--- src/rtl/grc_pkg.sv ---
// Package for the grid raycaster: field widths, register indexes and the
// command and status structs between controller and datapath. No dependencies.
package grc_pkg;

    localparam int COL_W     = 10;
    localparam int CELL_W    = 6;
    localparam int KIND_W    = 8;
    localparam int CFG_W     = 16;
    localparam int CFG_IDX_W = 3;
    localparam int GRID_W    = 7;
    // Signed cell index: holds -512 up to 511, so -1 up to 64 and every camera cell.
    localparam int MXW       = 10;

    localparam logic [CFG_IDX_W-1:0] REG_CAMERA_X    = 3'd0;
    localparam logic [CFG_IDX_W-1:0] REG_CAMERA_Y    = 3'd1;
    localparam logic [CFG_IDX_W-1:0] REG_VIEW_DIR_X  = 3'd2;
    localparam logic [CFG_IDX_W-1:0] REG_VIEW_DIR_Y  = 3'd3;
    localparam logic [CFG_IDX_W-1:0] REG_CAM_PLANE_X = 3'd4;
    localparam logic [CFG_IDX_W-1:0] REG_CAM_PLANE_Y = 3'd5;
    localparam logic [CFG_IDX_W-1:0] REG_GRID_WIDTH  = 3'd6;
    localparam logic [CFG_IDX_W-1:0] REG_GRID_HEIGHT = 3'd7;

    localparam logic CMD_WRITE = 1'b0;
    localparam logic CMD_CAST  = 1'b1;

    localparam logic [KIND_W-1:0] KIND_RED   = 8'd1;
    localparam logic [KIND_W-1:0] KIND_GREEN = 8'd2;
    localparam logic [KIND_W-1:0] KIND_BLUE  = 8'd3;

    typedef struct packed {
        logic clr;
        logic ld_in;
        logic ray_mul;
        logic ray_sum;
        logic walk_init;
        logic pq_mul;
        logic step;
        logic look;
        logic nowall_set;
        logic div_mul;
        logic div_chk;
        logic div_iter;
        logic out_ld;
    } grc_cmd_t;

    typedef struct packed {
        logic clr_done;
        logic in_cast;
        logic out_bound;
        logic cell_hit;
        logic div_sat;
        logic div_last;
        logic out_free;
    } grc_status_t;

endpackage

--- src/rtl/grc_datapath.sv ---
// Datapath of the raycaster: configuration registers, ray products, the DDA
// walk registers, a restoring divider and the result register.
// Depends on grc_pkg; drives the map RAM ports.
module grc_datapath #(
    parameter int SCREEN_WIDTH  = 640,
    parameter int SCREEN_HEIGHT = 480,
    parameter int MAP_DIM       = 64,
    localparam int ROW_W        = $clog2(SCREEN_HEIGHT),
    localparam int AW           = $clog2(MAP_DIM * MAP_DIM)
) (
    input  logic                            clk,
    input  logic                            rst_n,
    input  logic                            cfg_we,
    input  logic [grc_pkg::CFG_IDX_W-1:0]   cfg_index,
    input  logic [grc_pkg::CFG_W-1:0]       cfg_data,
    input  logic                            in_command,
    input  logic [grc_pkg::CELL_W-1:0]      in_cell_col,
    input  logic [grc_pkg::CELL_W-1:0]      in_cell_row,
    input  logic [grc_pkg::KIND_W-1:0]      in_cell_kind,
    input  logic [grc_pkg::COL_W-1:0]       in_screen_col,
    output logic                            out_valid,
    input  logic                            out_ready,
    output logic [grc_pkg::COL_W-1:0]       out_col,
    output logic [ROW_W-1:0]                out_top,
    output logic [ROW_W-1:0]                out_bottom,
    output logic [grc_pkg::KIND_W-1:0]      out_kind,
    output logic                            out_side,
    output logic                            out_nowall,
    output logic [7:0]                      out_red,
    output logic [7:0]                      out_green,
    output logic [7:0]                      out_blue,
    output logic                            ram_we,
    output logic [AW-1:0]                   ram_waddr,
    output logic [grc_pkg::KIND_W-1:0]      ram_wdata,
    output logic [AW-1:0]                   ram_raddr,
    input  logic [grc_pkg::KIND_W-1:0]      ram_rdata,
    input  grc_pkg::grc_cmd_t               cmd,
    output grc_pkg::grc_status_t            st
);

    localparam int SW_W   = $clog2(SCREEN_WIDTH + 1);
    localparam int CAM_W  = SW_W + 1;
    localparam int RD_W   = SW_W + 18;
    localparam int AX_W   = RD_W - 1;
    localparam int TX_W   = 10 + $clog2(MAP_DIM + 3);
    localparam int PW     = TX_W + AX_W;
    localparam int SH_W   = $clog2(SCREEN_HEIGHT + 1);
    localparam int NUMW   = SH_W + AX_W;
    localparam int DENW   = SW_W + 4 + TX_W;
    localparam int QW     = $clog2(2 * SCREEN_HEIGHT + 1);
    localparam int DIVW   = (NUMW > DENW + QW) ? NUMW : DENW + QW;
    localparam int CNT_W  = $clog2(QW);
    localparam int IW     = $clog2(MAP_DIM);
    localparam int DEPTH  = MAP_DIM * MAP_DIM;
    localparam int MXW    = grc_pkg::MXW;
    localparam logic [TX_W-1:0] CELL_ONE = TX_W'(1024);
    localparam logic [QW-1:0]   LH_MAX   = QW'(2 * SCREEN_HEIGHT);
    localparam logic [QW-1:0]   HALF_H   = QW'(SCREEN_HEIGHT / 2);

    // Configuration registers.
    logic [15:0]                cam_x_reg, cam_y_reg;
    logic signed [15:0]         vdx_reg, vdy_reg, cpx_reg, cpy_reg;
    logic [grc_pkg::GRID_W-1:0] gw_reg, gh_reg;

    always_ff @(posedge clk or negedge rst_n)
    begin
        if (!rst_n)
        begin
            cam_x_reg <= '0;
            cam_y_reg <= '0;
            vdx_reg   <= 16'sd16384;
            vdy_reg   <= '0;
            cpx_reg   <= '0;
            cpy_reg   <= 16'sd10813;
            gw_reg    <= 7'd64;
            gh_reg    <= 7'd64;
        end
        else if (cfg_we)
        begin
            unique case (cfg_index)
                grc_pkg::REG_CAMERA_X:    cam_x_reg <= cfg_data;
                grc_pkg::REG_CAMERA_Y:    cam_y_reg <= cfg_data;
                grc_pkg::REG_VIEW_DIR_X:  vdx_reg   <= $signed(cfg_data);
                grc_pkg::REG_VIEW_DIR_Y:  vdy_reg   <= $signed(cfg_data);
                grc_pkg::REG_CAM_PLANE_X: cpx_reg   <= $signed(cfg_data);
                grc_pkg::REG_CAM_PLANE_Y: cpy_reg   <= $signed(cfg_data);
                grc_pkg::REG_GRID_WIDTH:  gw_reg    <= cfg_data[grc_pkg::GRID_W-1:0];
                grc_pkg::REG_GRID_HEIGHT: gh_reg    <= cfg_data[grc_pkg::GRID_W-1:0];
                default:                  gw_reg    <= gw_reg;
            endcase
        end
    end

    // Clearing pass over the map after reset.
    logic [AW-1:0] clr_reg;

    always_ff @(posedge clk or negedge rst_n)
    begin
        if (!rst_n)
        begin
            clr_reg <= '0;
        end
        else if (cmd.clr)
        begin
            clr_reg <= clr_reg + AW'(1);
        end
    end

    logic cell_ok;
    assign cell_ok = (MXW'(in_cell_col) < MXW'(MAP_DIM)) && (MXW'(in_cell_row) < MXW'(MAP_DIM));

    always_comb
    begin
        if (cmd.clr)
        begin
            ram_we    = 1'b1;
            ram_waddr = clr_reg;
            ram_wdata = '0;
        end
        else
        begin
            ram_we    = cmd.ld_in && (in_command == grc_pkg::CMD_WRITE) && cell_ok;
            ram_waddr = AW'(AW'(in_cell_col) * AW'(MAP_DIM) + AW'(in_cell_row));
            ram_wdata = in_cell_kind;
        end
    end

    // Ray and walk registers.
    logic [grc_pkg::COL_W-1:0]   col_reg;
    logic signed [RD_W-1:0]      pa_reg, pb_reg, pc_reg, pd_reg;
    logic signed [RD_W-1:0]      rdx_reg, rdy_reg;
    logic [AX_W-1:0]             ax_reg, ay_reg;
    logic                        negx_reg, negy_reg;
    logic [TX_W-1:0]             tx_reg, ty_reg, dist_reg;
    logic signed [MXW-1:0]       mx_reg, my_reg;
    logic [PW-1:0]               p_reg, q_reg;
    logic                        side_reg, nowall_reg;
    logic [grc_pkg::KIND_W-1:0]  kind_reg;
    logic [NUMW-1:0]             num_reg;
    logic [DENW-1:0]             den_reg;
    logic [DIVW-1:0]             rem_reg, dsh_reg;
    logic [QW-1:0]               quo_reg;
    logic [CNT_W-1:0]            cnt_reg;
    logic                        sat_reg;

    logic signed [RD_W-1:0]      cam_s, sw_s, vdx_s, vdy_s, cpx_s, cpy_s;
    logic signed [RD_W-1:0]      rdx_sum, rdy_sum;
    logic [MXW-1:0]              gw_lim, gh_lim;
    logic                        x_first;
    logic                        sat_now;
    logic [DIVW-1:0]             den_top;

    always_comb
    begin
        cam_s   = RD_W'($signed({1'b0, col_reg, 1'b0})) - RD_W'(SCREEN_WIDTH);
        sw_s    = RD_W'(SCREEN_WIDTH);
        vdx_s   = RD_W'(vdx_reg);
        vdy_s   = RD_W'(vdy_reg);
        cpx_s   = RD_W'(cpx_reg);
        cpy_s   = RD_W'(cpy_reg);
        rdx_sum = pa_reg + pb_reg;
        rdy_sum = pc_reg + pd_reg;
        gw_lim  = (MXW'(gw_reg) > MXW'(MAP_DIM)) ? MXW'(MAP_DIM) : MXW'(gw_reg);
        gh_lim  = (MXW'(gh_reg) > MXW'(MAP_DIM)) ? MXW'(MAP_DIM) : MXW'(gh_reg);
        // An x step only when the x boundary is strictly nearer.
        x_first = p_reg < q_reg;
        den_top = DIVW'(den_reg) << QW;
        sat_now = (dist_reg == '0) || (DIVW'(num_reg) >= den_top);
    end

    always_ff @(posedge clk)
    begin
        if (cmd.ld_in)
        begin
            col_reg <= in_screen_col;
        end
        if (cmd.ray_mul)
        begin
            pa_reg <= vdx_s * sw_s;
            pb_reg <= cpx_s * cam_s;
            pc_reg <= vdy_s * sw_s;
            pd_reg <= cpy_s * cam_s;
        end
        if (cmd.ray_sum)
        begin
            rdx_reg <= rdx_sum;
            rdy_reg <= rdy_sum;
        end
        if (cmd.walk_init)
        begin
            negx_reg <= rdx_reg[RD_W-1];
            negy_reg <= rdy_reg[RD_W-1];
            ax_reg   <= rdx_reg[RD_W-1] ? AX_W'(-rdx_reg) : AX_W'(rdx_reg);
            ay_reg   <= rdy_reg[RD_W-1] ? AX_W'(-rdy_reg) : AX_W'(rdy_reg);
            tx_reg   <= rdx_reg[RD_W-1] ? TX_W'(cam_x_reg[9:0])
                                        : CELL_ONE - TX_W'(cam_x_reg[9:0]);
            ty_reg   <= rdy_reg[RD_W-1] ? TX_W'(cam_y_reg[9:0])
                                        : CELL_ONE - TX_W'(cam_y_reg[9:0]);
            mx_reg   <= MXW'(cam_x_reg[15:10]);
            my_reg   <= MXW'(cam_y_reg[15:10]);
        end
        if (cmd.pq_mul)
        begin
            p_reg <= PW'(tx_reg[10:0]) * PW'(ay_reg);
            q_reg <= PW'(ty_reg[10:0]) * PW'(ax_reg);
        end
        if (cmd.step)
        begin
            if (x_first)
            begin
                p_reg    <= p_reg + (PW'(ay_reg) << 10);
                dist_reg <= tx_reg;
                tx_reg   <= tx_reg + CELL_ONE;
                mx_reg   <= negx_reg ? mx_reg - MXW'(1) : mx_reg + MXW'(1);
                side_reg <= 1'b0;
            end
            else
            begin
                q_reg    <= q_reg + (PW'(ax_reg) << 10);
                dist_reg <= ty_reg;
                ty_reg   <= ty_reg + CELL_ONE;
                my_reg   <= negy_reg ? my_reg - MXW'(1) : my_reg + MXW'(1);
                side_reg <= 1'b1;
            end
        end
        if (cmd.look)
        begin
            kind_reg <= ram_rdata;
        end
        if (cmd.div_mul)
        begin
            num_reg <= NUMW'(side_reg ? ay_reg : ax_reg) * NUMW'(SCREEN_HEIGHT);
            den_reg <= DENW'(dist_reg) * DENW'(SCREEN_WIDTH * 16);
        end
        if (cmd.div_chk)
        begin
            sat_reg <= sat_now;
            rem_reg <= DIVW'(num_reg);
            dsh_reg <= DIVW'(den_reg) << (QW - 1);
            quo_reg <= '0;
            cnt_reg <= CNT_W'(QW - 1);
        end
        if (cmd.div_iter)
        begin
            if (rem_reg >= dsh_reg)
            begin
                rem_reg <= rem_reg - dsh_reg;
                quo_reg <= {quo_reg[QW-2:0], 1'b1};
            end
            else
            begin
                quo_reg <= {quo_reg[QW-2:0], 1'b0};
            end
            dsh_reg <= dsh_reg >> 1;
            cnt_reg <= cnt_reg - CNT_W'(1);
        end
    end

    always_ff @(posedge clk or negedge rst_n)
    begin
        if (!rst_n)
        begin
            nowall_reg <= 1'b0;
        end
        else if (cmd.ld_in)
        begin
            nowall_reg <= 1'b0;
        end
        else if (cmd.nowall_set)
        begin
            nowall_reg <= 1'b1;
        end
    end

    assign ram_raddr = AW'(AW'(mx_reg[IW-1:0]) * AW'(MAP_DIM) + AW'(my_reg[IW-1:0]));

    // Result formation.
    logic [QW-1:0]   lh, hh, top_w, bot_w;
    logic [7:0]      r_w, g_w, b_w;

    always_comb
    begin
        if (sat_reg || quo_reg > LH_MAX)
        begin
            lh = LH_MAX;
        end
        else
        begin
            lh = quo_reg;
        end
        hh    = lh >> 1;
        top_w = (HALF_H >= hh) ? HALF_H - hh : '0;
        bot_w = hh + HALF_H;
        if (bot_w >= QW'(SCREEN_HEIGHT))
        begin
            bot_w = QW'(SCREEN_HEIGHT - 1);
        end
        case (kind_reg)
            grc_pkg::KIND_RED:
            begin
                r_w = 8'hFF; g_w = 8'h00; b_w = 8'h00;
            end
            grc_pkg::KIND_GREEN:
            begin
                r_w = 8'h00; g_w = 8'hFF; b_w = 8'h00;
            end
            grc_pkg::KIND_BLUE:
            begin
                r_w = 8'h00; g_w = 8'h00; b_w = 8'hFF;
            end
            default:
            begin
                r_w = 8'hFF; g_w = 8'hFF; b_w = 8'hFF;
            end
        endcase
        if (side_reg)
        begin
            r_w = r_w >> 1;
            g_w = g_w >> 1;
            b_w = b_w >> 1;
        end
    end

    always_ff @(posedge clk)
    begin
        if (cmd.out_ld)
        begin
            out_col    <= col_reg;
            out_nowall <= nowall_reg;
            if (nowall_reg)
            begin
                out_top    <= '0;
                out_bottom <= '0;
                out_kind   <= '0;
                out_side   <= 1'b0;
                out_red    <= '0;
                out_green  <= '0;
                out_blue   <= '0;
            end
            else
            begin
                out_top    <= ROW_W'(top_w);
                out_bottom <= ROW_W'(bot_w);
                out_kind   <= kind_reg;
                out_side   <= side_reg;
                out_red    <= r_w;
                out_green  <= g_w;
                out_blue   <= b_w;
            end
        end
    end

    always_ff @(posedge clk or negedge rst_n)
    begin
        if (!rst_n)
        begin
            out_valid <= 1'b0;
        end
        else if (cmd.out_ld)
        begin
            out_valid <= 1'b1;
        end
        else if (out_ready)
        begin
            out_valid <= 1'b0;
        end
    end

    always_comb
    begin
        st.clr_done  = (clr_reg == AW'(DEPTH - 1));
        st.in_cast   = (in_command == grc_pkg::CMD_CAST) &&
                       (int'(in_screen_col) < SCREEN_WIDTH);
        st.out_bound = mx_reg[MXW-1] || my_reg[MXW-1] ||
                       (mx_reg >= $signed(gw_lim)) || (my_reg >= $signed(gh_lim));
        st.cell_hit  = (ram_rdata != '0);
        st.div_sat   = sat_now;
        st.div_last  = (cnt_reg == '0);
        st.out_free  = !out_valid || out_ready;
    end

endmodule

--- config.mk ---
export PLATFORM = sky130hd
export DESIGN_NAME = grc_datapath
export DESIGN_NICKNAME = d
export VERILOG_FILES = /design/src/rtl/grc_pkg.sv /design/src/rtl/grc_datapath.sv
export SDC_FILE = /design/constraint.sdc
export NUM_CORES = 2
export LEC_CHECK = 0
export BUFFER_PORTS_ARGS = -buffer_cell sky130_fd_sc_hd__buf_4
export CAP_MARGIN = 25
export CORE_MARGIN = 2
export CORE_UTILIZATION = 50
export CTS_CLUSTER_SIZE = 30
export DETAILED_ROUTE_END_ITERATION = 10
export HOLD_SLACK_MARGIN = 0.15
export MAX_ROUTING_LAYER = met4
export PLACE_DENSITY_LB_ADDON = 0.1
export SYNTH_ARGS = -nofsm -noshare
export SYNTH_HDL_FRONTEND = slang
export SYNTH_SLANG_ARGS = --single-unit
export TNS_END_PERCENT = 30
--- constraint.sdc ---
create_clock -name clk -period 7.1 [get_ports clk]
set_clock_uncertainty 0.05 [all_clocks]
set_input_delay 0.355 -clock clk [delete_from_list [all_inputs] [get_ports clk]]
set_output_delay 0.355 -clock clk [all_outputs]
set_load 0.01 [all_outputs]
==> run metrics <==
Final period util=95.1%; largest net degree at the start of global routing=73; Slew Viols, Final=0; Max-Cap Viols=0; PostCTS Resize Cnt=0; Max-slew headroom=28.2%; Clock Path Buffers=3; worst r2r src=tx_reg[9]$_DFFE_PP_; Worst Hold End=out_top[3]$_SDFFCE_PP0P_; Synth async-reset ratio=17.9%; Mapped Avg Cell Area=9.88 sq um; FP Rows=138; vias per cell=5.50; main flop type after synthesis=edfxtp_1; Clk Tree Root Cell=clkbuf_16; number of synthesized flops with an enable pin=429; GRT Total Usage=26.7%; global-route wire length before repair=297 mm; hold path start=cmd[0]; DRC viols=0; CP max FO=20; Total Nets Final=8875; Die Y=382 um; Cell Area, Synth=0.0716 sq mm; WL/cell=20.0 um; initial antenna violation count=6; Area contributors post-synth=fa_1 23%, edfxtp_1 18%, ha_1 11%; vias in the first global route=53356; Seq cells post-synth=694; DRT Pass-1 Iters=5; cell count after synthesis=7244; Ports=178; GPL Wtd Cong=0.935; worst-margin pin slew=1.08 ns; Fmax=148 MHz; register-to-register setup slack=0.35 ns; startpoint types=flip-flop; setup violators final=0; status=completed; grt ovf=0; worst r2r dst=p_reg[31]$_DFF_P_; Seq/Total Area, Yosys=26.3%; CTS clk-pin slew, worst paths=0.06 ns; critical path capture point type=flip-flop; largest area contributor in the netlist=fa_1; Synth top area share=22.7%; Period minus WS final=6.75 ns; Initial Util=50.5%; Crit path required time=7.67 ns; TritonCTS clock tree=yes; R2R depth=21; Hold Path Depth=1; die area=0.146 sq mm; RSZ-0062 raised after global routing=false; commonest non-fill, non-tap cell in the layout=inv_1; layout cell share with drive strength beyond 1=9.12%; worst skew pair latency=0.73 ns; CTS Sinks=694; DR iter-0 viols=2857; Synthesis Warnings=0; critical path type=reg2reg; via count=51219; Die W=382 um; Synth Net Count=8780; remaining antenna violation count after routing=0; Worst EP arrival=7.33 ns; DP HPWL=142 mm; Fin. Hold Viols=0; post-synth cell types=104; Area growth syn-to-layout=9.58%; CP Launch Point=tx_reg[9]$_DFFE_PP_; Core Region=0.142 sq mm; path category of the worst min-delay check=in2reg; setup TNS=0 ns; final wirelength=186 mm; cts bufs inserted=86; I/O Buffers=177; CTS HTree Levels=3; final hold slack=0.187 ns; most frequent cells in the layout=1004 x inv_1, 811 x fa_1, 749 x nand2_1, 650 x ha_1, 429 x edfxtp_1
-- synth_stat cells, types with 44 or more instances --
cell type and count:
nor2_1 279, nor2b_1 147, and2_1 397, o21ai_0 242
clkbuf_1 255, a211oi_1 59, nand2_1 749, a21oi_1 346
xor2_1 99, nand2b_1 68, a21o_1 144, nand3_1 67
dfrtp_1 113, inv_1 1005, nor3_1 67, edfxtp_1 429
mux2i_1 71, dfxtp_1 141, ha_1 650, mux2_2 164
xnor2_1 303, fa_1 811, nand4_1 44
-- final cells by class --
type,count,area (sq um)
fill,12668,63300
multi-input combinational,5214,47700
sequential,694,18800
inverter,1007,3780
timing repair buffer,336,2830
tap,1890,2360
clock buffer,104,2280
clock inverter,57,704
antenna,5,12.5
-- worst max-delay path by stage --
stage and endpoint:
2_1_floorplan pb_reg[27]$_DFFE_PP_, 3_3_place_gp p_reg[31]$_DFF_P_, 3_5_place_dp p_reg[31]$_DFF_P_, 4_1_cts p_reg[31]$_DFF_P_
5_1_grt p_reg[31]$_DFF_P_, 6_report p_reg[31]$_DFF_P_
-- cells by family (layout without fill, tap and decap cells) --
logic type / count (synthesis) / after routing / share of synthesized area, %
and+or+nand+nor: 1987 / 1987 / 13.7
adders and majority gates: 1461 / 1461 / 34.0
buffers and inverters: 1336 / 1504 / 7.20
AOI/OAI and AO/OA: 1129 / 1129 / 10.3
DFF: 694 / 694 / 26.3
xor gates and xnor gates: 402 / 402 / 4.92
muxes: 235 / 235 / 3.57
other: 0 / 5 / 0
-- stage by stage --
stage / setup slack [ns] / cells / utilization, % / cell area, sq um
2_1_floorplan: 0.604 / 7244 / - / 71600
3_3_place_gp: 0.466 / 9087 / 52.8 / 74900
3_5_place_dp: 0.471 / 9089 / 52.8 / 74900
4_1_cts: 0.441 / 9300 / 55.3 / 78400
5_1_grt: 0.0723 / 9304 / 55.3 / 78500
6_report: 0.345 / 9307 / 55.3 / 78500
-- routing by layer --
metal  up-vias  GRT usage (%)  wire length [um]  part of all wire, %
met5         -              -                 0                    0
met4         0           9.14              7030                  3.8
met3       329           3.45              8910                  4.8
met2      1281           45.9             93400                   50
met1     25480           32.5             76800                   41
li1      24129              -                 -                    -
-- what timing repair did --
| action | in CTS | in global routing |
|---|---|---|
| hold buffers | 50 | 0 |
| buffers inserted | 0 | 0 |
| hold endpoints to repair | 321 | 0 |
-- critical path: stages, from the launching register on --
cell and delay [ns]:
edfxtp_1 0.97, buf_4 0.24, nand2_1 0.07, fa_1 0.51, fa_1 0.55, inv_1 0.05, fa_1 0.43, fa_1 0.51
inv_1 0.06, fa_1 0.53, inv_1 0.04, ha_1 0.36, and3_1 0.25, nand2_1 0.07, a2111oi_0 0.61, a211o_1 0.32
a31oi_4 0.18, nor3_1 0.19, o221ai_1 0.19, xnor2_1 0.20, nand2_1 0.10, a22oi_1 0.18
Power is left out: the tool's default activity adds up to more than one toggle a clock period on the data nets, which glitch-free logic cannot reach.
