### config.mk
export PLATFORM = sky130hd
export DESIGN_NAME = grc_ctrl
export DESIGN_NICKNAME = d
export VERILOG_FILES = /design/src/rtl/grc_pkg.sv /design/src/rtl/grc_ctrl.sv
export SDC_FILE = /design/constraint.sdc
export NUM_CORES = 1
export LEC_CHECK = 0
export ABC_AREA = 1
export ABC_CLOCK_PERIOD_IN_PS = 2000
export BUFFER_PORTS_ARGS = -buffer_cell sky130_fd_sc_hd__buf_2
export CAP_MARGIN = 20
export CORE_MARGIN = 3
export CORE_UTILIZATION = 30
export DETAILED_ROUTE_END_ITERATION = 10
export RECOVER_POWER = 100
export SLEW_MARGIN = 20
export SYNTH_ARGS = -nofsm -noshare
export SYNTH_HDL_FRONTEND = slang
export SYNTH_SLANG_ARGS = --single-unit
### constraint.sdc
create_clock -name clk -period 2 [get_ports clk]
set_clock_uncertainty 0.2 [all_clocks]
set_input_delay 0.3 -clock clk [delete_from_list [all_inputs] [get_ports clk]]
set_output_delay 0.3 -clock clk [all_outputs]
set_load 0.01 [all_outputs]
### src/rtl/grc_pkg.sv
// Package for the grid raycaster: field widths, register indexes and the
// command and status structs between controller and datapath. No dependencies.
package grc_pkg;

    localparam int COL_W     = 10;
    localparam int CELL_W    = 6;
    localparam int KIND_W    = 8;
    localparam int CFG_W     = 16;
    localparam int CFG_IDX_W = 3;
    localparam int GRID_W    = 7;
    // Signed cell index: holds -512 up to 511, so -1 up to 64 and every camera cell.
    localparam int MXW       = 10;

    localparam logic [CFG_IDX_W-1:0] REG_CAMERA_X    = 3'd0;
    localparam logic [CFG_IDX_W-1:0] REG_CAMERA_Y    = 3'd1;
    localparam logic [CFG_IDX_W-1:0] REG_VIEW_DIR_X  = 3'd2;
    localparam logic [CFG_IDX_W-1:0] REG_VIEW_DIR_Y  = 3'd3;
    localparam logic [CFG_IDX_W-1:0] REG_CAM_PLANE_X = 3'd4;
    localparam logic [CFG_IDX_W-1:0] REG_CAM_PLANE_Y = 3'd5;
    localparam logic [CFG_IDX_W-1:0] REG_GRID_WIDTH  = 3'd6;
    localparam logic [CFG_IDX_W-1:0] REG_GRID_HEIGHT = 3'd7;

    localparam logic CMD_WRITE = 1'b0;
    localparam logic CMD_CAST  = 1'b1;

    localparam logic [KIND_W-1:0] KIND_RED   = 8'd1;
    localparam logic [KIND_W-1:0] KIND_GREEN = 8'd2;
    localparam logic [KIND_W-1:0] KIND_BLUE  = 8'd3;

    typedef struct packed {
        logic clr;
        logic ld_in;
        logic ray_mul;
        logic ray_sum;
        logic walk_init;
        logic pq_mul;
        logic step;
        logic look;
        logic nowall_set;
        logic div_mul;
        logic div_chk;
        logic div_iter;
        logic out_ld;
    } grc_cmd_t;

    typedef struct packed {
        logic clr_done;
        logic in_cast;
        logic out_bound;
        logic cell_hit;
        logic div_sat;
        logic div_last;
        logic out_free;
    } grc_status_t;

endpackage

### src/rtl/grc_ctrl.sv
// Controller state machine of the raycaster: sequences clearing, ray setup,
// the grid walk and the line-height division. Depends on grc_pkg.
module grc_ctrl (
    input  logic                 clk,
    input  logic                 rst_n,
    input  logic                 in_valid,
    output logic                 in_ready,
    input  grc_pkg::grc_status_t st,
    output grc_pkg::grc_cmd_t    cmd
);

    typedef enum logic [12:0] {
        S_CLEAR = 13'b0000000000001,
        S_IDLE  = 13'b0000000000010,
        S_RAY   = 13'b0000000000100,
        S_SUM   = 13'b0000000001000,
        S_INIT  = 13'b0000000010000,
        S_PQ    = 13'b0000000100000,
        S_STEP  = 13'b0000001000000,
        S_CHECK = 13'b0000010000000,
        S_LOOK  = 13'b0000100000000,
        S_DMUL  = 13'b0001000000000,
        S_DCHK  = 13'b0010000000000,
        S_DIV   = 13'b0100000000000,
        S_FIN   = 13'b1000000000000
    } state_t;

    state_t state_reg;
    state_t state_next;

    always_ff @(posedge clk or negedge rst_n)
    begin
        if (!rst_n)
        begin
            state_reg <= S_CLEAR;
        end
        else
        begin
            state_reg <= state_next;
        end
    end

    always_comb
    begin
        state_next = state_reg;
        cmd        = '0;
        in_ready   = 1'b0;
        unique case (state_reg)
            S_CLEAR:
            begin
                cmd.clr = 1'b1;
                if (st.clr_done)
                begin
                    state_next = S_IDLE;
                end
            end
            S_IDLE:
            begin
                in_ready = 1'b1;
                if (in_valid)
                begin
                    cmd.ld_in = 1'b1;
                    if (st.in_cast)
                    begin
                        state_next = S_RAY;
                    end
                end
            end
            S_RAY:
            begin
                cmd.ray_mul = 1'b1;
                state_next  = S_SUM;
            end
            S_SUM:
            begin
                cmd.ray_sum = 1'b1;
                state_next  = S_INIT;
            end
            S_INIT:
            begin
                cmd.walk_init = 1'b1;
                state_next    = S_PQ;
            end
            S_PQ:
            begin
                cmd.pq_mul = 1'b1;
                state_next = S_STEP;
            end
            S_STEP:
            begin
                cmd.step   = 1'b1;
                state_next = S_CHECK;
            end
            S_CHECK:
            begin
                if (st.out_bound)
                begin
                    cmd.nowall_set = 1'b1;
                    state_next     = S_FIN;
                end
                else
                begin
                    state_next = S_LOOK;
                end
            end
            S_LOOK:
            begin
                cmd.look = 1'b1;
                if (st.cell_hit)
                begin
                    state_next = S_DMUL;
                end
                else
                begin
                    cmd.step   = 1'b1;
                    state_next = S_CHECK;
                end
            end
            S_DMUL:
            begin
                cmd.div_mul = 1'b1;
                state_next  = S_DCHK;
            end
            S_DCHK:
            begin
                cmd.div_chk = 1'b1;
                state_next  = st.div_sat ? S_FIN : S_DIV;
            end
            S_DIV:
            begin
                cmd.div_iter = 1'b1;
                if (st.div_last)
                begin
                    state_next = S_FIN;
                end
            end
            S_FIN:
            begin
                if (st.out_free)
                begin
                    cmd.out_ld = 1'b1;
                    state_next = S_IDLE;
                end
            end
            default:
            begin
                state_next = S_CLEAR;
            end
        endcase
    end

endmodule

==> impl_metrics.py, run 1 <==
metrics = {
    "global_routing": {
        "grt_pass1_vias": 812,
        "grt_max_degree": 14,
        "grt_pass1_wl_um": 3401,
        "gr-total-overflow": 0,
        "antenna_found_initial": 0,
        "grt_usage_pct": 10.93,
    },
    "setup_path": {
        "cp.required_ns": 1.50,
        "arrival_ns": 1.51,
        "crit_path_end_kind": "output port",
        "crit_fanout": 6,
        "cp-start-kind": "flop",
        "r2r_setup_slack_ns": 0.17,
        "worstSetupPathType": "flop to output port",
    },
    "routing": {
        "via_count": 895,
        "drc_errors": 0,
        "first_iter_violations": 27,
        "post_drt_wl_per_cell_um": 9.419,
        "vias_per_cell": 4.124,
        "drt_wl_total_um": 2044,
        "dr.pass1.iters": 4,
        "postRouteAntennaNets": 0,
    },
    "power": {
        "power_uw": 1062,
        "leakage_uw": 0.0008085,
        "seqPwrFrac_pct": 32.5,
        "irDropWorstVdd_mv": 0.5965,
        "power_density_nw_per_um2": 868.6,
        "switching_share_pct": 42.84,
        "combinationalPowerShare_pct": 51.2,
        "p_sw_uw": 454.9,
        "clkPwrFrac_pct": 16.3,
        "intPower_uw": 606.9,
    },
    "cts": {
        "clock_latency_ns": 0.29,
        "htreeDepth": 1,
        "tritoncts": "yes",
        "cts.clk_slew.worst_paths_ns": 0.09,
        "numCtsBuffers": 3,
        "clockBufferDepth": 2,
        "cts_num_sinks": 13,
        "root_buffer": "clkbuf_4",
    },
    "cells_and_area": {
        "final_core_util_pct": 42.50,
        "fillers": 319,
        "layout_common_cells": "31 x inv_1, 29 x nor2_1, 25 x nand2_1, 22 x buf_2, 12 x dfrtp_1",
        "antenna_cells": 0,
        "drive_above_1_share_pct": 34.29,
        "largest_register_ff_count": 13,
        "syn2layout_area_growth_pct": 29.40,
        "nNetsFinal": 186,
        "final_common_cell": "inv_1",
    },
    "floorplanning": {
        "core_sq_um": 2877,
        "rows": 19,
        "die_w_um": 62.12,
        "start_util_pct": 32.84,
        "die_h_um": 62.12,
        "fp.dieArea_sq_um": 3858,
        "ioPinCount": 24,
    },
    "synthesis": {
        "syn_nets": 150,
        "yosysSeqAreaShare_pct": 34.57,
        "netlist_area_sq_um": 944.7,
        "synth_cells": 140,
        "yosys.cell_types.count": 20,
        "synth_area_per_cell_sq_um": 6.748,
        "ys_seq_elements": 13,
        "ys_warn_count": 0,
    },
    "hold_path": {
        "hold_path.class": "input pin to flop",
    },
    "place": {
        "dp_hpwl_um": 1605,
        "port-buffer-count": 23,
        "place_congestion": 0.8338,
    },
    "job": {
        "maxCapViolCount": 0,
    },
    "timing": {
        "finalMaxSlewViolations": 0,
        "hold_slack_ns": 0.006090,
        "slew_headroom_pct": 51.42,
        "layout_setup_ws_ns": -0.005387,
        "fmax_ghz": 0.4987,
        "min_period_ns": 2.005,
        "tightestPinTransition_ns": 0.7287,
        "hold_viol": 0,
        "rsz0062_at_grt": "yes",
        "final.period_utilization_pct": 100.3,
        "setup-violations-final": 1,
    },
    "outcome": {
        "outcome": "finished with violations",
        "violations": "setup timing",
    },
}
[kinds of logic (layout without fill, tap and decap cells)]
family,Yosys count,after routing,share of synthesized area [%]
buffers and inverters,36,71,14.30
AND/OR/NAND/NOR,84,84,45.56
AO/OA/AOI/OAI,7,7,5.562
flip-flops,13,13,34.57
[cells in the mapped netlist]
library cell	n	area (sq um)
inv_1	31	116.4
nor2_2	5	31.28
dfstp_2	1	26.28
a21oi_1	1	5.000
inv_2	5	18.77
o21bai_1	2	15.01
nor3_1	1	5.000
o21ai_0	1	5.000
nor2_4	3	33.78
o22ai_1	1	6.260
nor2_8	1	20.02
o21ai_1	1	5.000
nand3_1	9	45.04
nand2_1	26	97.59
o21ai_4	1	16.27
nand2_4	4	45.04
nor2_1	29	108.9
dfrtp_1	12	300.3
nand2_2	5	31.28
nand4_2	1	12.51
[power groups by stage]
stage / clock network (uW) / registers [uW] / logic [uW]
3_5_place_dp: 0 / 345 / 484
6_report: 173 / 345 / 544
2_1_floorplan: 0 / 339 / 382
3_3_place_gp: 0 / 342 / 477
5_1_grt: 186 / 350 / 614
4_1_cts: 178 / 345 / 531
[through the flow]
step / TNS, ns / instances / worst slack, ns / cell area [sq um]
2_1_floorplan: 0 / 140 / 0.4043 / 944.7
3_3_place_gp: 0 / 205 / 0.2712 / 1112
3_5_place_dp: 0 / 205 / 0.2336 / 1112
4_1_cts: 0 / 215 / 0.004746 / 1199
5_1_grt: -0.3736 / 217 / -0.09580 / 1222
6_report: -0.005387 / 217 / -0.005387 / 1222
[worst max-delay path, stage by stage, from the launching register on]
cell and delay [ns]:
dfrtp_1 0.42, nor2_4 0.16, nand2_4 0.10, nor2_8 0.17
nand2_2 0.10, o21bai_1 0.13, buf_2 0.15
[final cells by class]
class	count	area, sq um	area share, %
clock buffers	4	26.28	2.149
flip-flops and latches	13	326.6	26.71
well taps	42	52.55	4.299
repair buffers	31	178.9	14.64
multi-input cells	91	500.5	40.94
inverters	36	137.6	11.26
[worst paths after layout]
kind                            cells past startpoint         start      endpoint
max in group asynchronous                           2         rst_n  state_reg[2]
worst max register to register                     11  state_reg[0]  state_reg[1]
worst min-delay path                                2         st[3]  state_reg[7]
worst min register to register                      2  state_reg[0]  state_reg[0]
worst max-delay path                                6  state_reg[2]        cmd[6]
min in group asynchronous                           2         rst_n  state_reg[9]
[what timing repair did]
action / CTS / global route
gates resized for setup: 2 / 3
hold buffers: 2 / 0
buffers inserted: 4 / 2
pin swaps: 1 / 1
hold endpoints to repair: 14 / 0
endpoints found under the setup margin: 2 / 13
[metal layers]
| metal | up-vias | wire [um] | GRT usage, % |
|---|---|---|---|
| li1 | 481 | - | - |
| met1 | 387 | 985 | 14.24 |
| met2 | 25 | 935 | 17.47 |
| met3 | 2 | 98 | 2.703 |
| met4 | 0 | 25 | 4.144 |
| met5 | - | 0 | 0 |
(Power assumes the default switching activity.)
==> run 2: changes to the inputs <==
- ABC_CLOCK_PERIOD_IN_PS: 2000 -> 2400
- PLACE_DENSITY_LB_ADDON: default -> 0.08
- SLEW_MARGIN: 20 -> 15
- clock period: 2 -> 2.4 ns (I/O delays scaled with it)
==> impl_metrics.py, run 2 (same netlist as run 1, synthesis figures left out) <==
metrics = {
    "outcome": {
        "outcome": "complete, no violations",
    },
    "timing": {
        "finalMaxSlewViolations": 0,
        "slew_headroom_pct": 53.85,
        "final.period_utilization_pct": 89.24,
        "rsz0062_at_grt": "no",
        "hold_slack_ns": 0.03514,
        "tightestPinTransition_ns": 0.6922,
        "fin_tns_setup_ns": 0,
        "min_period_ns": 2.142,
        "setup-violations-final": 0,
        "fmax_ghz": 0.4669,
        "hold_viol": 0,
    },
    "floorplanning": {
        "ioPinCount": 24,
        "die_w_um": 62.12,
        "core_sq_um": 2877,
        "start_util_pct": 32.84,
        "die_h_um": 62.12,
        "rows": 19,
        "fp.dieArea_sq_um": 3858,
    },
    "cts": {
        "cts_resized": 0,
        "root_buffer": "clkbuf_4",
        "htreeDepth": 1,
        "cts_num_sinks": 13,
        "clock_latency_ns": 0.27,
        "clockBufferDepth": 2,
        "cts.clk_slew.worst_paths_ns": 0.08,
        "numCtsBuffers": 3,
        "cts_setup_buffers": 0,
        "tritoncts": "yes",
    },
    "global_routing": {
        "gr-total-overflow": 0,
        "antenna_found_initial": 0,
        "grt_max_degree": 14,
        "grt_pass1_wl_um": 3491,
        "grt_pass1_vias": 818,
        "grt_usage_pct": 11.17,
    },
    "job": {
        "maxCapViolCount": 0,
    },
    "setup_path": {
        "crit_path_end_kind": "output port",
        "arrival_ns": 1.58,
        "rr_startpoint": "state_reg[9]",
        "cp-start-kind": "flop",
        "crit_fanout": 5,
        "worst_r2r_path_depth": 12,
        "critPathLaunch": "state_reg[1]",
        "r2r_setup_slack_ns": 0.55,
        "reg2reg_to": "state_reg[1]",
        "cp.required_ns": 1.84,
        "worstSetupPathType": "flop to output port",
    },
    "cells_and_area": {
        "final_core_util_pct": 38.54,
        "syn2layout_area_growth_pct": 17.35,
        "design_area_sq_um": 1109,
        "layout_common_cells": "32 x inv_1, 31 x nor2_1, 30 x nand2_1, 13 x clkbuf_1, 12 x dfrtp_1",
        "nNetsFinal": 179,
        "largest_register_ff_count": 13,
        "drive_above_1_share_pct": 19.64,
        "final_common_cell": "inv_1",
        "antenna_cells": 0,
    },
    "place": {
        "place_congestion": 0.8129,
        "port-buffer-count": 23,
        "dp_hpwl_um": 1595,
        "dpl_cell_area_sq_um": 1112,
    },
    "hold_path": {
        "min_path_cells": 2,
        "hold_path.class": "input pin to flop",
        "hp-start": "st[4]",
        "holdPathEnd": "state_reg[8]",
    },
    "power": {
        "power_density_nw_per_um2": 698.4,
        "leakage_uw": 0.0007134,
        "irDropWorstVdd_mv": 0.3626,
        "power_uw": 774.2,
    },
    "routing": {
        "drc_errors": 0,
        "drt_wl_total_um": 1914,
        "via_count": 861,
        "postRouteAntennaNets": 0,
        "dr.pass1.iters": 4,
        "post_drt_wl_per_cell_um": 9.114,
        "vias_per_cell": 4.100,
        "first_iter_violations": 33,
    },
}
## run 2: changes by cell type in the layout (fill, tap and decap cells not counted), sizes merged
cell / previous run / this run
buf: 27 / 11
clkbuf: 6 / 16
dlygate4sd3: 2 / 1
## run 2: cell type report
class,instances,area (sq um)
tap,42,52.55
fill,335,1768
timing repair buffer,24,110.1
sequential,13,326.6
clock buffer,4,26.28
inverter,36,135.1
multi-input combinational,91,457.9
## run 2: timing repair
item                       CTS  global route
setup endpoints to repair    0             0
hold buffers                 1             0
hold endpoints to repair    12             0
## run 2: worst max-delay path by stage
stage / endpoint / cells past startpoint
floorplan: cmd[6] / 5
global placement: cmd[6] / 5
detailed placement: cmd[6] / 5
CTS: cmd[6] / 5
global route: cmd[6] / 5
finish: cmd[6] / 5
## run 2: metal layers
metal / up-vias / GRT usage, % / share of wire (%)
met1: 374 / 15.60 / 50
met2: 19 / 16.40 / 44
met4: 0 / 6.630 / 1.4
met3: 2 / 1.441 / 4.2
li1: 466 / - / -
met5: - / 0 / 0
## run 2: where the power goes
part / switching, uW / internal, uW / total [uW]
logic: 230 / 122 / 353
clock network: 75.4 / 64.4 / 140
registers: 27.1 / 255 / 282
## run 2: worst max-delay path, stage by stage (launching register included)
cell      delay [ns]
dfrtp_1         0.39
nor2_2          0.17
nand2_2         0.14
nor3_1          0.31
o21bai_1        0.15
buf_2           0.14
## run 2: per-stage QoR
step | std cells | worst slack [ns]
3_3_place_gp | 205 | 0.5882
6_report | 210 | 0.2582
5_1_grt | 210 | 0.08437
4_1_cts | 210 | 0.2364
3_5_place_dp | 205 | 0.5457
2_1_floorplan | 140 | 0.7443
==> run 3: changes to the inputs <==
- PLACE_DENSITY: default -> 0.51
- PLACE_DENSITY_LB_ADDON: 0.08 -> default
==> impl_metrics.py, run 3 (same netlist as run 1, synthesis figures left out) <==
metrics = {
    "floorplanning": {
        "start_util_pct": 32.84,
        "core_sq_um": 2877,
        "die_w_um": 62.12,
        "rows": 19,
        "die_h_um": 62.12,
        "fp.dieArea_sq_um": 3858,
        "ioPinCount": 24,
    },
    "setup_path": {
        "slowest_delay_ns": 0.41,
        "worst_r2r_path_depth": 12,
        "rr_startpoint": "state_reg[8]",
        "path_common_cell": "nor2_1",
        "cp.required_ns": 1.84,
        "arrival_ns": 1.57,
        "worstSetupPathType": "flop to output port",
        "cp_cell_sequence": "nor2_1 -> nand3_1 -> inv_1 -> nand2_1 -> nor2_1 -> clkbuf_1",
        "r2r_setup_slack_ns": 0.52,
        "crit_fanout": 7,
        "reg2reg_to": "state_reg[1]",
        "cp-start-kind": "flop",
        "crit_slowest_cell": "dfrtp_1",
        "crit_path_end_kind": "output port",
    },
    "global_routing": {
        "grt_usage_pct": 10.93,
        "antenna_found_initial": 0,
        "grt_max_degree": 14,
        "gr-total-overflow": 0,
        "grt_pass1_wl_um": 3374,
        "grt_pass1_vias": 794,
    },
    "hold_path": {
        "min_path_cells": 2,
        "hold_path.class": "input pin to flop",
        "holdPathEnd": "state_reg[8]",
        "hp-start": "st[4]",
    },
    "timing": {
        "hold_viol": 0,
        "final.period_utilization_pct": 88.82,
        "setup-violations-final": 0,
        "slew_headroom_pct": 51.78,
        "fin_tns_setup_ns": 0,
        "fmax_ghz": 0.4691,
        "hold_slack_ns": 0.03496,
        "layout_setup_ws_ns": 0.2683,
        "tightestPinTransition_ns": 0.7232,
        "min_period_ns": 2.132,
        "finalMaxSlewViolations": 0,
        "rsz0062_at_grt": "no",
    },
    "cts": {
        "tritoncts": "yes",
        "htreeDepth": 1,
        "clockBufferDepth": 2,
        "root_buffer": "clkbuf_4",
        "cts_num_sinks": 13,
        "cts.clk_slew.worst_paths_ns": 0.08,
        "numCtsBuffers": 3,
        "clock_latency_ns": 0.28,
        "cts_resized": 0,
    },
    "place": {
        "post-place-cells": 205,
        "dp_hpwl_um": 1630,
        "place_congestion": 0.8311,
        "port-buffer-count": 23,
        "pre_cts_ws_ns": 0.5639,
    },
    "cells_and_area": {
        "layout_common_cells": "32 x inv_1, 31 x nand2_1, 30 x nor2_1, 12 x clkbuf_1, 12 x dfrtp_1",
        "largest_register_ff_count": 13,
        "final_common_cell": "inv_1",
        "antenna_cells": 0,
        "drive_above_1_share_pct": 19.64,
        "nNetsFinal": 179,
        "syn2layout_area_growth_pct": 17.48,
        "layout.cells.non_filler": 210,
    },
    "routing": {
        "drt_wl_total_um": 1935,
        "via_count": 850,
        "post_drt_wl_per_cell_um": 9.214,
        "postRouteAntennaNets": 0,
        "dr.pass1.iters": 4,
        "first_iter_violations": 10,
        "vias_per_cell": 4.048,
        "drc_errors": 0,
    },
    "outcome": {
        "outcome": "complete, no violations",
    },
    "power": {
        "power_uw": 784.8,
        "leakage_uw": 0.0007040,
        "irDropWorstVdd_mv": 0.3905,
        "power_density_nw_per_um2": 707.2,
    },
    "job": {
        "maxCapViolCount": 0,
    },
}
[run 3: changes by cell type in the layout (fill, tap and decap cells not counted), sizes merged]
cell    before  now
clkinv       0    1
inv         36   35
[run 3: layout make-up]
type	count	area, sq um
inverters	36	135.1
fillers	330	1767
clock buffers	4	26.28
well taps	42	52.55
multi-input cells	91	457.9
repair buffers	24	111.4
flip-flops and latches	13	326.6
[run 3: what timing repair did]
| item | 4_1_cts | 5_1_grt |
|---|---|---|
| hold buffers | 1 | 0 |
| endpoints found under the hold margin | 12 | 0 |
| buffers inserted | 0 | 0 |
[run 3: worst max path at each step]
stage | to | startpoint | cells past startpoint | slack (ns)
2_1_floorplan | cmd[6] | state_reg[5] | 5 | 0.74
3_3_place_gp | cmd[6] | state_reg[1] | 5 | 0.59
3_5_place_dp | cmd[6] | state_reg[1] | 5 | 0.56
4_1_cts | cmd[6] | state_reg[1] | 5 | 0.25
5_1_grt | cmd[6] | state_reg[1] | 5 | 0.04
6_report | cmd[11] | state_reg[8] | 6 | 0.27
[run 3: layer usage]
layer	part of all wire (%)	track usage, %	vias up
li1	-	-	462
met1	49	14.35	363
met2	44	16.53	21
met3	5.4	1.622	4
met4	2.0	7.459	0
met5	0	0	-
[run 3: per-stage QoR]
step	cell area [sq um]	utilization, %
floorplan	944.7	-
global placement	1112	38.67
detailed placement	1112	38.67
CTS	1149	39.93
global route	1110	38.58
finish	1110	38.58
[run 3: worst max-delay path: cells and delay by family, from the launching register on]
| family | cells | cell delay [ns] |
|---|---|---|
| simple gates | 4 | 0.55 |
| buf+inv | 2 | 0.34 |
| flops | 1 | 0.41 |
[run 3: where the power goes]
part	switching, uW	leakage, uW	internal (uW)	total [uW]
sequential	26.0	0.000176	255	281
clock	74.3	0.0000150	64.5	139
combinational	237	0.000513	128	365
total	338	0.000704	447	785
